--- config.mk ---
export PLATFORM = sky130hd
export DESIGN_NAME = lstra_ctrl
export DESIGN_NICKNAME = d
export VERILOG_FILES = /design/src/rtl/core/lstra_pkg.sv /design/src/rtl/core/lstra_ctrl.sv
export SDC_FILE = /design/constraint.sdc
export NUM_CORES = 1
export LEC_CHECK = 0
export BUFFER_PORTS_ARGS = -buffer_cell sky130_fd_sc_hd__buf_2
export CELL_PAD_IN_SITES_DETAIL_PLACEMENT = 0
export CELL_PAD_IN_SITES_GLOBAL_PLACEMENT = 1
export CORE_ASPECT_RATIO = 0.8
export CORE_UTILIZATION = 43
export DETAILED_ROUTE_END_ITERATION = 7
export MAX_ROUTING_LAYER = met4
export PLACE_DENSITY = 0.88
export RECOVER_POWER = 100
export SYNTH_ARGS = -nofsm -noshare
export SYNTH_HDL_FRONTEND = slang
export SYNTH_SLANG_ARGS = --single-unit
--- constraint.sdc ---
create_clock -name clk -period 3.3 [get_ports clk]
set_input_delay 0.33 -clock clk [delete_from_list [all_inputs] [get_ports clk]]
set_output_delay 0.33 -clock clk [all_outputs]
set_load 0.05 [all_outputs]
--- src/rtl/core/lstra_pkg.sv ---
// shared types, constants and a saturating add helper for the lazy segment tree
// no dependencies; imported by every module of the block except lstra_ram
package lstra_pkg;

    // tree size and derived widths
    localparam int LEAVES  = 1024;
    localparam int SLOTS   = 2 * LEAVES;
    localparam int SLOT_W  = $clog2(SLOTS);
    localparam int POS_W   = 11;
    localparam int SPAN_W  = POS_W;
    localparam int ADD_W   = 32;
    localparam int VAL_W   = 64;
    localparam int HALF_W  = VAL_W / 2;

    // frame stack holds every ancestor of the deepest node
    localparam int STACK_D = $clog2(LEAVES) + 1;
    localparam int SP_W    = $clog2(STACK_D + 1);
    localparam int STK_IW  = $clog2(STACK_D);

    // scaling multiplier widths
    localparam int MUL_LO_W = HALF_W + SPAN_W;
    localparam int MUL_HI_W = HALF_W + SPAN_W + 1;
    localparam int PROD_W   = MUL_HI_W + HALF_W;

    localparam logic [POS_W-1:0] USED_RESET = POS_W'(LEAVES);

    localparam logic signed [VAL_W-1:0] VAL_MAX = {1'b0, {(VAL_W-1){1'b1}}};
    localparam logic signed [VAL_W-1:0] VAL_MIN = {1'b1, {(VAL_W-1){1'b0}}};

    // datapath operations issued by the controller
    typedef enum logic [4:0] {
        OP_IDLE,
        OP_CLEAR,
        OP_LOAD,
        OP_PD_RD,
        OP_PD_LD,
        OP_PD_MUL,
        OP_PD_SCL,
        OP_PD_SUM,
        OP_DESCEND_L,
        OP_POP,
        OP_GO_RIGHT,
        OP_C_RD_L,
        OP_C_RD_R,
        OP_C_WR,
        OP_Q_STEP,
        OP_Q_ZERO,
        OP_OUT
    } dp_op_t;

    typedef struct packed {
        dp_op_t op;
        logic   src_w;
    } dp_cmd_t;

    typedef struct packed {
        logic clear_last;
        logic p_zero;
        logic leaf;
        logic disjoint;
        logic covered;
        logic outside;
        logic is_query;
        logic sp_zero;
        logic top_phase;
    } dp_stat_t;

    typedef struct packed {
        logic [SPAN_W-1:0] s;
        logic [SPAN_W-1:0] e;
        logic [SLOT_W-1:0] k;
        logic              phase;
    } frame_t;

    // signed add clamped to the 64-bit limits
    function automatic logic signed [VAL_W-1:0] sat_add(
        input logic signed [VAL_W-1:0] a,
        input logic signed [VAL_W-1:0] b
    );
        logic signed [VAL_W:0] t;
        t = {a[VAL_W-1], a} + {b[VAL_W-1], b};
        if (t[VAL_W] != t[VAL_W-1])
        begin
            sat_add = t[VAL_W] ? VAL_MIN : VAL_MAX;
        end
        else
        begin
            sat_add = t[VAL_W-1:0];
        end
    endfunction

endpackage

--- src/rtl/core/lstra_ctrl.sv ---
// controller: sequences clearing, tree walks, lazy pushes and the result transfer
// depends on lstra_pkg
module lstra_ctrl
    import lstra_pkg::*;
(
    input  logic     clk,
    input  logic     rst_n,
    input  logic     in_valid,
    output logic     in_stall,
    output logic     out_valid,
    input  logic     out_stall,
    input  dp_stat_t stat,
    output dp_cmd_t  cmd
);

    typedef enum logic [13:0] {
        ST_CLEAR  = 14'b00000000000001,
        ST_IDLE   = 14'b00000000000010,
        ST_VISIT  = 14'b00000000000100,
        ST_PD_LD  = 14'b00000000001000,
        ST_PD_MUL = 14'b00000000010000,
        ST_PD_SCL = 14'b00000000100000,
        ST_PD_SUM = 14'b00000001000000,
        ST_POST   = 14'b00000010000000,
        ST_RET    = 14'b00000100000000,
        ST_RIGHT  = 14'b00001000000000,
        ST_C_L    = 14'b00010000000000,
        ST_C_R    = 14'b00100000000000,
        ST_C_WR   = 14'b01000000000000,
        ST_RESULT = 14'b10000000000000
    } state_t;

    state_t state_reg;
    state_t state_next;
    logic   second_reg;
    logic   second_next;
    logic   out_valid_reg;
    logic   out_valid_next;
    logic   can_load;

    assign can_load = !out_valid_reg || !out_stall;

    // next state and datapath command
    always_comb
    begin
        state_next  = state_reg;
        second_next = second_reg;
        cmd.op      = OP_IDLE;
        cmd.src_w   = second_reg;
        unique case (state_reg)
            ST_CLEAR:
            begin
                cmd.op = OP_CLEAR;
                if (stat.clear_last)
                begin
                    state_next = ST_IDLE;
                end
            end
            ST_IDLE:
            begin
                if (in_valid)
                begin
                    cmd.op      = OP_LOAD;
                    second_next = 1'b0;
                    state_next  = ST_VISIT;
                end
            end
            ST_VISIT:
            begin
                cmd.op     = OP_PD_RD;
                state_next = ST_PD_LD;
            end
            ST_PD_LD:
            begin
                cmd.op     = OP_PD_LD;
                state_next = stat.p_zero ? ST_POST : ST_PD_MUL;
            end
            ST_PD_MUL:
            begin
                cmd.op     = OP_PD_MUL;
                state_next = ST_PD_SCL;
            end
            ST_PD_SCL:
            begin
                cmd.op     = OP_PD_SCL;
                state_next = ST_PD_SUM;
            end
            ST_PD_SUM:
            begin
                cmd.op     = OP_PD_SUM;
                state_next = ST_POST;
            end
            ST_POST:
            begin
                // decide where the walk goes after the node is up to date
                if (stat.is_query)
                begin
                    if (stat.outside)
                    begin
                        cmd.op     = OP_Q_ZERO;
                        state_next = ST_RESULT;
                    end
                    else if (stat.leaf)
                    begin
                        state_next = ST_RESULT;
                    end
                    else
                    begin
                        cmd.op     = OP_Q_STEP;
                        state_next = ST_VISIT;
                    end
                end
                else if (second_reg || stat.disjoint)
                begin
                    state_next = ST_RET;
                end
                else if (stat.covered)
                begin
                    second_next = 1'b1;
                    state_next  = ST_VISIT;
                end
                else
                begin
                    cmd.op      = OP_DESCEND_L;
                    second_next = 1'b0;
                    state_next  = ST_VISIT;
                end
            end
            ST_RET:
            begin
                if (stat.sp_zero)
                begin
                    state_next = ST_IDLE;
                end
                else
                begin
                    cmd.op     = OP_POP;
                    state_next = stat.top_phase ? ST_C_L : ST_RIGHT;
                end
            end
            ST_RIGHT:
            begin
                cmd.op      = OP_GO_RIGHT;
                second_next = 1'b0;
                state_next  = ST_VISIT;
            end
            ST_C_L:
            begin
                cmd.op     = OP_C_RD_L;
                state_next = ST_C_R;
            end
            ST_C_R:
            begin
                cmd.op     = OP_C_RD_R;
                state_next = ST_C_WR;
            end
            ST_C_WR:
            begin
                cmd.op     = OP_C_WR;
                state_next = ST_RET;
            end
            ST_RESULT:
            begin
                if (can_load)
                begin
                    cmd.op     = OP_OUT;
                    state_next = ST_IDLE;
                end
            end
            default:
            begin
                state_next = ST_IDLE;
            end
        endcase
    end

    // output valid: set on a new result, cleared on transfer
    always_comb
    begin
        if (state_reg == ST_RESULT && can_load)
        begin
            out_valid_next = 1'b1;
        end
        else if (out_valid_reg && !out_stall)
        begin
            out_valid_next = 1'b0;
        end
        else
        begin
            out_valid_next = out_valid_reg;
        end
    end

    always_ff @(posedge clk or negedge rst_n)
    begin
        if (!rst_n)
        begin
            state_reg     <= ST_CLEAR;
            second_reg    <= 1'b0;
            out_valid_reg <= 1'b0;
        end
        else
        begin
            state_reg     <= state_next;
            second_reg    <= second_next;
            out_valid_reg <= out_valid_next;
        end
    end

    assign in_stall  = (state_reg != ST_IDLE);
    assign out_valid = out_valid_reg;

endmodule

# Word-level counts from Yosys, hierarchy flattened

Index checks and enable logic that the tools add are counted.

Add/sub/neg operators: 0
$mul: 0
Div/mod/pow operators: 0
Magnitude comparators: 0
Eq/ne operators: 20
Shift operators: 0
Muxes and demuxes: 27
Bitwise logic cells: 0
Reduce and logical (&&, ||, !) cells: 10

Operators with widths:

| kind                                                   | number |
|---|---|
| one-hot mux 14 bit (14 select lines)                   | 1 |
| two-way mux 14 bit                                     | 6 |
| one-hot mux 5 bit (14 select lines)                    | 1 |
| two-way mux 11 bit                                     | 2 |
| two-way mux 4 bit                                      | 5 |
| == test 14 x 1 -> 1 bit, second input constant         | 1 |
| == test 14 x 10 -> 1 bit, second input constant        | 1 |
| == test 14 x 11 -> 1 bit, second input constant        | 1 |
| == test 14 x 12 -> 1 bit, second input constant        | 1 |
| == test 14 x 13 -> 1 bit, second input constant        | 1 |
| == test 14 bit, second input constant                  | 1 |
| == test 14 x 2 -> 1 bit, second input constant         | 1 |
| == test 14 x 3 -> 1 bit, second input constant         | 1 |
| == test 14 x 4 -> 1 bit, second input constant         | 1 |
| == test 14 x 5 -> 1 bit, second input constant         | 1 |
| == test 14 x 6 -> 1 bit, second input constant         | 1 |
| == test 14 x 7 -> 1 bit, second input constant         | 1 |
| == test 14 x 8 -> 1 bit, second input constant         | 1 |
| == test 14 x 9 -> 1 bit, second input constant         | 1 |
| inequality test 14 x 2 -> 1 bit, second input constant | 1 |
| two-way mux 5 bit                                      | 2 |
| inequality test 2 bit, second input constant           | 5 |
| two-way mux 9 bit                                      | 1 |
| two-way mux 8 bit                                      | 1 |
| 10 further kinds                                       | 18 |

Register bits: 16
Bits in latches: 0
Memory bits (writable): 0
Memory bits (read-only): 0
Bits of input ports: 13
Memories: 0

# Longest topological paths before layout

Gate-level depths: netlist of the first run.

Depth after elaboration: 4
Mapped depth: 7

# Least setup slack after synthesis of the first run

OpenSTA, ideal clock, no wires.

Kind: reg2out
Start point: register state_reg[10]
End point: output cmd[1] in the netlist's numbering
Arrival time: 2.340 ns
Data required time: 2.970 ns
Setup slack: 0.630 ns
Stages on the path, launching flop included: 7
Path through: dfrtp_1 -> or4_4 -> buf_6 -> or4_4 -> o21ba_1 -> o221ai_2 -> a311o_1

RTL lines:

| element                | RTL line          | RTL |
|---|---|---|
| from (decl)            | lstra_ctrl.sv:33  | `state_t state_reg;` |
| from (signal assigned) | lstra_ctrl.sv:204 | `state_reg <= state_next;` |
| to (decl)              | lstra_ctrl.sv:13  | `output dp_cmd_t cmd` |

==> results of run 1 <==
[metal layers]
metal / vias to the layer above / wire length (um) / global-route usage, %
met2: 31 / 1170 / 32.2
met5: - / 0 / -
met3: 5 / 150 / 7.16
met1: 468 / 1320 / 31.5
li1: 489 / - / -
met4: 0 / 28 / 8.10
[cell families (layout without fill, tap and decap cells)]
group / count (synthesis) / in the layout / synth area share [%]
compound gates: 14 / 14 / 9.95
xor+xnor: 5 / 5 / 4.05
buf+inv: 10 / 28 / 5.55
flops: 16 / 16 / 37.2
mux: 1 / 1 / 1.04
simple gates: 76 / 76 / 42.2
[through the flow]
| step | utilization, % | total power, mW | setup slack [ns] | area, um2 |
|---|---|---|---|---|
| 6_report | 52.7 | 0.711 | 0.171 | 1200 |
| 3_3_place_gp | 51.7 | 0.587 | 0.658 | 1170 |
| 3_5_place_dp | 51.7 | 0.586 | 0.639 | 1170 |
| 4_1_cts | 53.8 | 0.727 | 0.275 | 1220 |
| 5_1_grt | 52.7 | 0.756 | 0.0739 | 1200 |
| 2_1_floorplan | - | 0.517 | 0.630 | 1080 |
[report_power, final]
group	switching, mW	leakage [nW]	internal (mW)
clock	0.0702	0.0210	0.0674
combinational	0.227	0.296	0.104
sequential	0.0271	0.215	0.215
[cell type report]
class	instances	share of cell area, %
timing repair buffer	21	8.68
multi-input combinational	96	50.2
clock buffer	4	3.03
tap	34	3.56
inverter	3	0.941
sequential	16	33.6
[placed cells by master (no fill, tap or decap), drive strengths merged, types with 2 or more instances in the layout]
| cell | netlist | final |
|---|---|---|
| dfrtp | 15 | 15 |
| buf | 6 | 12 |
| xnor2 | 5 | 5 |
| nand3 | 2 | 2 |
| nand4 | 3 | 3 |
| nor3 | 12 | 12 |
| nand4b | 2 | 2 |
| nor4 | 7 | 7 |
| nand2b | 4 | 4 |
| or4b | 3 | 3 |
| or3 | 2 | 2 |
| clkbuf | 1 | 12 |
| a211oi | 2 | 2 |
| a21oi | 4 | 4 |
| nand3b | 2 | 2 |
| inv | 3 | 3 |
| and2 | 2 | 2 |
| nand2 | 14 | 14 |
| nor3b | 2 | 2 |
| nor2 | 10 | 10 |
| or4 | 5 | 5 |
[repair_timing]
action	CTS	global route
endpoints found under the hold margin	15	0
buffers inserted	0	0
hold buffers	1	0
endpoints found under the setup margin	0	0
[worst min-delay path by stage]
stage | start | endpoint | slack [ns] | cells after the start
after floorplan | rst_n | out_valid | 0.03 | 0
after global placement | rst_n | state_reg[3] | 0.26 | 1
after detailed placement | rst_n | state_reg[3] | 0.27 | 1
after CTS | stat[8] | state_reg[0] | 0.16 | 2
after global routing | stat[8] | state_reg[0] | 0.14 | 2
final | stat[8] | state_reg[0] | 0.16 | 2
==> run metrics, run 1 <==
GPL Wtd Cong 0.964; outcome finished, violations left; cell with the most instances after synthesis dfrtp_1; CP required 2.97 ns; Setup TNS 0 ns; register bit total from synthesis 16; P_leak roughly 0.53 nW; CTS tree done; fillers 220; first-pass iteration count of the detailed router 6; reg-to-reg critical path endpoint state_reg[1]; Reg area 402 um2; critical-path cell list or4_4 -> nor3_1 -> nand2_1 -> nor3b_1 -> nand3b_1 -> buf_2; syn_area_per_cell a little under 9 um2; core area between 2000 and 2500 um2; total grt overflow 0; Post-synth EDFFs 0; WL/cell between 15 and 20 um; minimum clock period approximately 3.1 ns; CP max FO 8; Area Growth Syn to Fin 10.6%; Clock Latency Late Sink about 0.30 ns; Vias/cell 5.71; fraction of registers with async set/reset between 90% and 100%; RSZ-0062 raised after global routing no; ant diodes 0; initial core utilization between 40% and 50%; clk root buf clkbuf_4; Mapped Nets 135; final setup vio count 0; Worst Clk Skew between 0.0015 and 0.002 ns; final std cells w/o fill approximately 170; post-synth design cell area roughly 1100 um2; Top Ports 21; placed cell count 169; Tcrit/Tclk final roughly 95%; Unique masters post-synth 43; initial antenna violation count 0; final hold viol count 0; Synth Flop Type dfrtp_1; relative slew slack 40.3%; Die Y roughly 47 um; vias ~990; WL final 2670 um; reg-to-reg setup timing slack ~1.0 ns; CP delay by family, top simple AND/OR/NAND/NOR gates; Worst-path clk slew 0.10 ns; multi-input logic area roughly 600 um2; share of cells above drive strength 1 between 20% and 30%; Chip Width roughly 58 um; fin. max-slew vios 0; worst setup path end cmd[2]; number of flip-flops in the largest register 14; Slowest-stage cell, CP or4_4; CTS H-tree lvls 1; Fmax between 300 and 400 MHz; cell count after synthesis 122; CP arrival 2.80 ns; crit start category register; post-synth top area share between 30% and 40%; antenna viol nets, final 0; FP Rows 15; Least-Margin Pin Slew 0.895 ns; largest net degree at the start of global routing 17; Worst Path Buf+Inv 1; clk sinks 16; Setup crit start state_reg[10]; failing checks DRC; Ys Warns 0; port bufs 20; synth top area cells dfrtp_1 35%, nor3_1 5.1%, nand2_1 4.9%; Hold/Removal Path Class input pin to register; max cap viols 0; initial DRC count between 50 and 60; die area ~2700 um2; CTS buffer count 3; sequential fraction of the synthesis area a little under two fifths; Worst IR Drop VDD ~0.34 mV; vias in the first global route ~900; Longest Clk Path Bufs 2; Synth top cells by count 15 x dfrtp_1, 14 x nand2_1, 11 x nor3_1, 10 x nor2_1, 7 x nor4_1; Nets ~150; Worst setup EP type output pin; GR Util All Layers between 20% and 30%; HPWL after DPL slightly above 2000 um; CP max stage delay between 0.6 and 0.7 ns; r2r startpoint state_reg[4]; Setup CP Type register to output pin; Stages on worst setup path 6; P per Cell Area 594 nW/um2; cell taking the most area after synthesis dfrtp_1; worst hold margin around 0.16 ns; CTS resizes 0; first-pass GRT wire length 4420 um; final routed DRC violation total 1; Reg2Reg Depth 5
Note: power is estimated with default switching activity, not from simulation.
==> run 2: changes to the inputs <==
--- a/config.mk
+++ b/config.mk
@@ -5,14 +5,14 @@
 export SDC_FILE = /design/constraint.sdc
 export NUM_CORES = 1
 export LEC_CHECK = 0
-export BUFFER_PORTS_ARGS = -buffer_cell sky130_fd_sc_hd__buf_2
 export CELL_PAD_IN_SITES_DETAIL_PLACEMENT = 0
 export CELL_PAD_IN_SITES_GLOBAL_PLACEMENT = 1
 export CORE_ASPECT_RATIO = 0.8
-export CORE_UTILIZATION = 43
+export CORE_UTILIZATION = 49
 export DETAILED_ROUTE_END_ITERATION = 7
+export DONT_BUFFER_PORTS = 1
 export MAX_ROUTING_LAYER = met4
-export PLACE_DENSITY = 0.88
+export PLACE_DENSITY = 0.87
 export RECOVER_POWER = 100
 export SYNTH_ARGS = -nofsm -noshare
 export SYNTH_HDL_FRONTEND = slang
==> run 2 against run 1 <==
  * The run now ends clean
  * Count of clock-buffer cells in the layout is the same
  * Routed wire length down 6.1%
  * Via count decreased by 7.0%
  * First-iteration DRC count fell by 12%
  * Die area fell by 12%
  * Clock skew rose by 0.0011 ns
  * Clock power barely moved
==> run metrics, run 2 (synthesis gave the netlist of run 1 again) <==
outcome finished clean; Die Y 44.0 um (-6.1%); Vias/cell 6.37 (+12%); commonest cells after routing, fill and taps aside 15 x dfrtp_1, 14 x nand2_1, 12 x nor3_1; vias 923 (-7.0%); share of cells above drive strength 1 12.4% (-8.3 points); P per Cell Area 624 nW/um2 (+4.9%); port bufs 0 (-100%); r2r startpoint state_reg[4]; Setup TNS 0 ns (unchanged); fillers 180 (-18%); Worst Clk Skew 0.00267 ns (+0.00115 ns); internal power 0.369 mW (-4.5%); ant diodes 0 (unchanged); total grt overflow 0 (unchanged); CTS H-tree lvls 1 (unchanged); Reg2Reg Depth 5 (unchanged); WHS Path Cells 1 (-1); Longest Clk Path Bufs 2 (unchanged); Nets 135 (-12%); FP Rows 14 (-1); core area 1980 um2 (-13%); GPL Wtd Cong 0.915 (-5.0%); crit start category register; die area 2400 um2 (-12%); GR Util All Layers 24.2% (+1.1 points); CTS buffer count 3 (unchanged); reg-to-reg setup timing slack 1.08 ns (+0.05 ns); Top Ports 21 (unchanged); Tcrit/Tclk final 94.6% (-0.26 points); P_sw 0.312 mW (-3.8%); sequential power share 36.0% (+2.0 points); antenna viol nets, final 0 (unchanged); Net Sw Frac 45.8% (+0.18 points); reg-to-reg critical path endpoint state_reg[1]; Setup CP Type register to output pin; Hold/Removal Path Class input pin to register; WL/cell 17.3 um (+13%); most common cell after layout, fill and taps aside dfrtp_1; final routed DRC violation total 0 (-1); clk root buf clkbuf_4; Logic pwr share 43.9% (-2.7 points); Post-DP Area 1070 um2 (-8.9%); CP required 2.97 ns (about the same); placed cell count 140 (-17%); P_leak 0.470 nW (-12%); Fmax 320 MHz (+0.27%); final std cells w/o fill 145 (-17%); Final Core Density 55.2% (+2.5 points); number of flip-flops in the largest register 14 (unchanged); initial DRC count 50 (-12%); Final Cell Area 1090 um2 (-8.7%); CP max FO 9 (+1); first-pass GRT wire length 3910 um (-11%); vias in the first global route 838 (-7.2%); Worst setup EP type output pin; WL final 2500 um (-6.1%); CTS resizes 0 (unchanged); CP delay by family, top simple AND/OR/NAND/NOR gates; Area Growth Syn to Fin 1.04%; Chip Width 54.5 um (-6.1%); first-pass iteration count of the detailed router 4 (-2); initial core utilization 54.6% (+7.0 points); final hold viol count 0 (unchanged); HPWL after DPL 1950 um (-4.6%); Worst-path clk slew 0.10 ns (about the same); max cap viols 0 (unchanged); CP max stage delay 0.70 ns (+0.09 ns); critical-path cell list or4_1 -> or4_4 -> o21ba_1 -> o221ai_1 -> a311o_1; relative slew slack 50.9% (+11 points); Least-Margin Pin Slew 0.734 ns (-0.162 ns); minimum clock period 3.12 ns (-0.00854 ns); Reg area 402 um2 (unchanged); CP arrival 2.79 ns (about the same); largest net degree at the start of global routing 17 (unchanged); CTS tree done; Clock Latency Late Sink 0.30 ns (about the same); min-delay src stat[8]; clk sinks 16 (unchanged); Slowest-stage cell, CP or4_1; initial antenna violation count 0 (unchanged); fin. max-slew vios 0 (unchanged); RSZ-0062 raised after global routing no; multi-input logic area 598 um2 (-0.42%); final setup vio count 0 (unchanged); Clk pwr share 20.2% (+0.8 points); Worst IR Drop VDD 0.507 mV (+50%); Worst Path Buf+Inv 0 (-1); hold path endpoint state_reg[0]
## run 2: routing by layer
layer,global-route usage [%],vias up,wire length (um)
met5,-,-,0
met4,4.10,0,21
met1,35.1,422,1200
li1,-,453,-
met3,8.25,4,219
met2,32.9,44,1070
## run 2: layout make-up
type                            count  share of cell area [%]
Multi-Input combinational cell     96                    54.8
Sequential cell                    16                    36.8
Clock buffer                        4                    3.32
Tap cell                           24                    2.75
Timing Repair Buffer                2                    1.37
Inverter                            3                    1.03
## run 2: worst max-delay path by stage
stage,slack [ns],endpoint,startpoint,depth (start not counted)
floorplan,0.63,cmd[1],state_reg[10],6
global placement,0.54,cmd[1],state_reg[4],5
finish,0.18,cmd[1],state_reg[4],5
detailed placement,0.53,cmd[1],state_reg[4],5
CTS,0.19,cmd[1],state_reg[4],5
global route,0.07,cmd[2],state_reg[10],5
## run 2: stage by stage
step	worst slack, ns	hold slack (ns)	total power, mW
6_report	0.180	0.0699	0.681
5_1_grt	0.0746	0.0667	0.714
4_1_cts	0.195	0.0800	0.688
3_5_place_dp	0.530	0.0346	0.549
3_3_place_gp	0.543	0.0347	0.550
2_1_floorplan	0.630	0.0344	0.517
## run 2: timing repair
item,CTS,global route
setup endpoints to repair,0,0
hold buffers,1,0
endpoints found under the hold margin,16,0
setup buffers,0,0
## run 2: worst reg2reg max path, stage by stage (launching register included)
cell	delay, ns
dfrtp_1	0.47
or4_1	0.70
nor4_1	0.57
a211oi_1	0.16
nand4_1	0.13
a211oi_1	0.08
## run 2: power by group through the flow
stage	logic (mW)	registers [mW]	clock network, mW
after floorplan	0.278	0.240	0
after global placement	0.305	0.245	0
after detailed placement	0.302	0.247	0
after CTS	0.307	0.243	0.137
after global routing	0.319	0.249	0.145
final	0.299	0.245	0.137
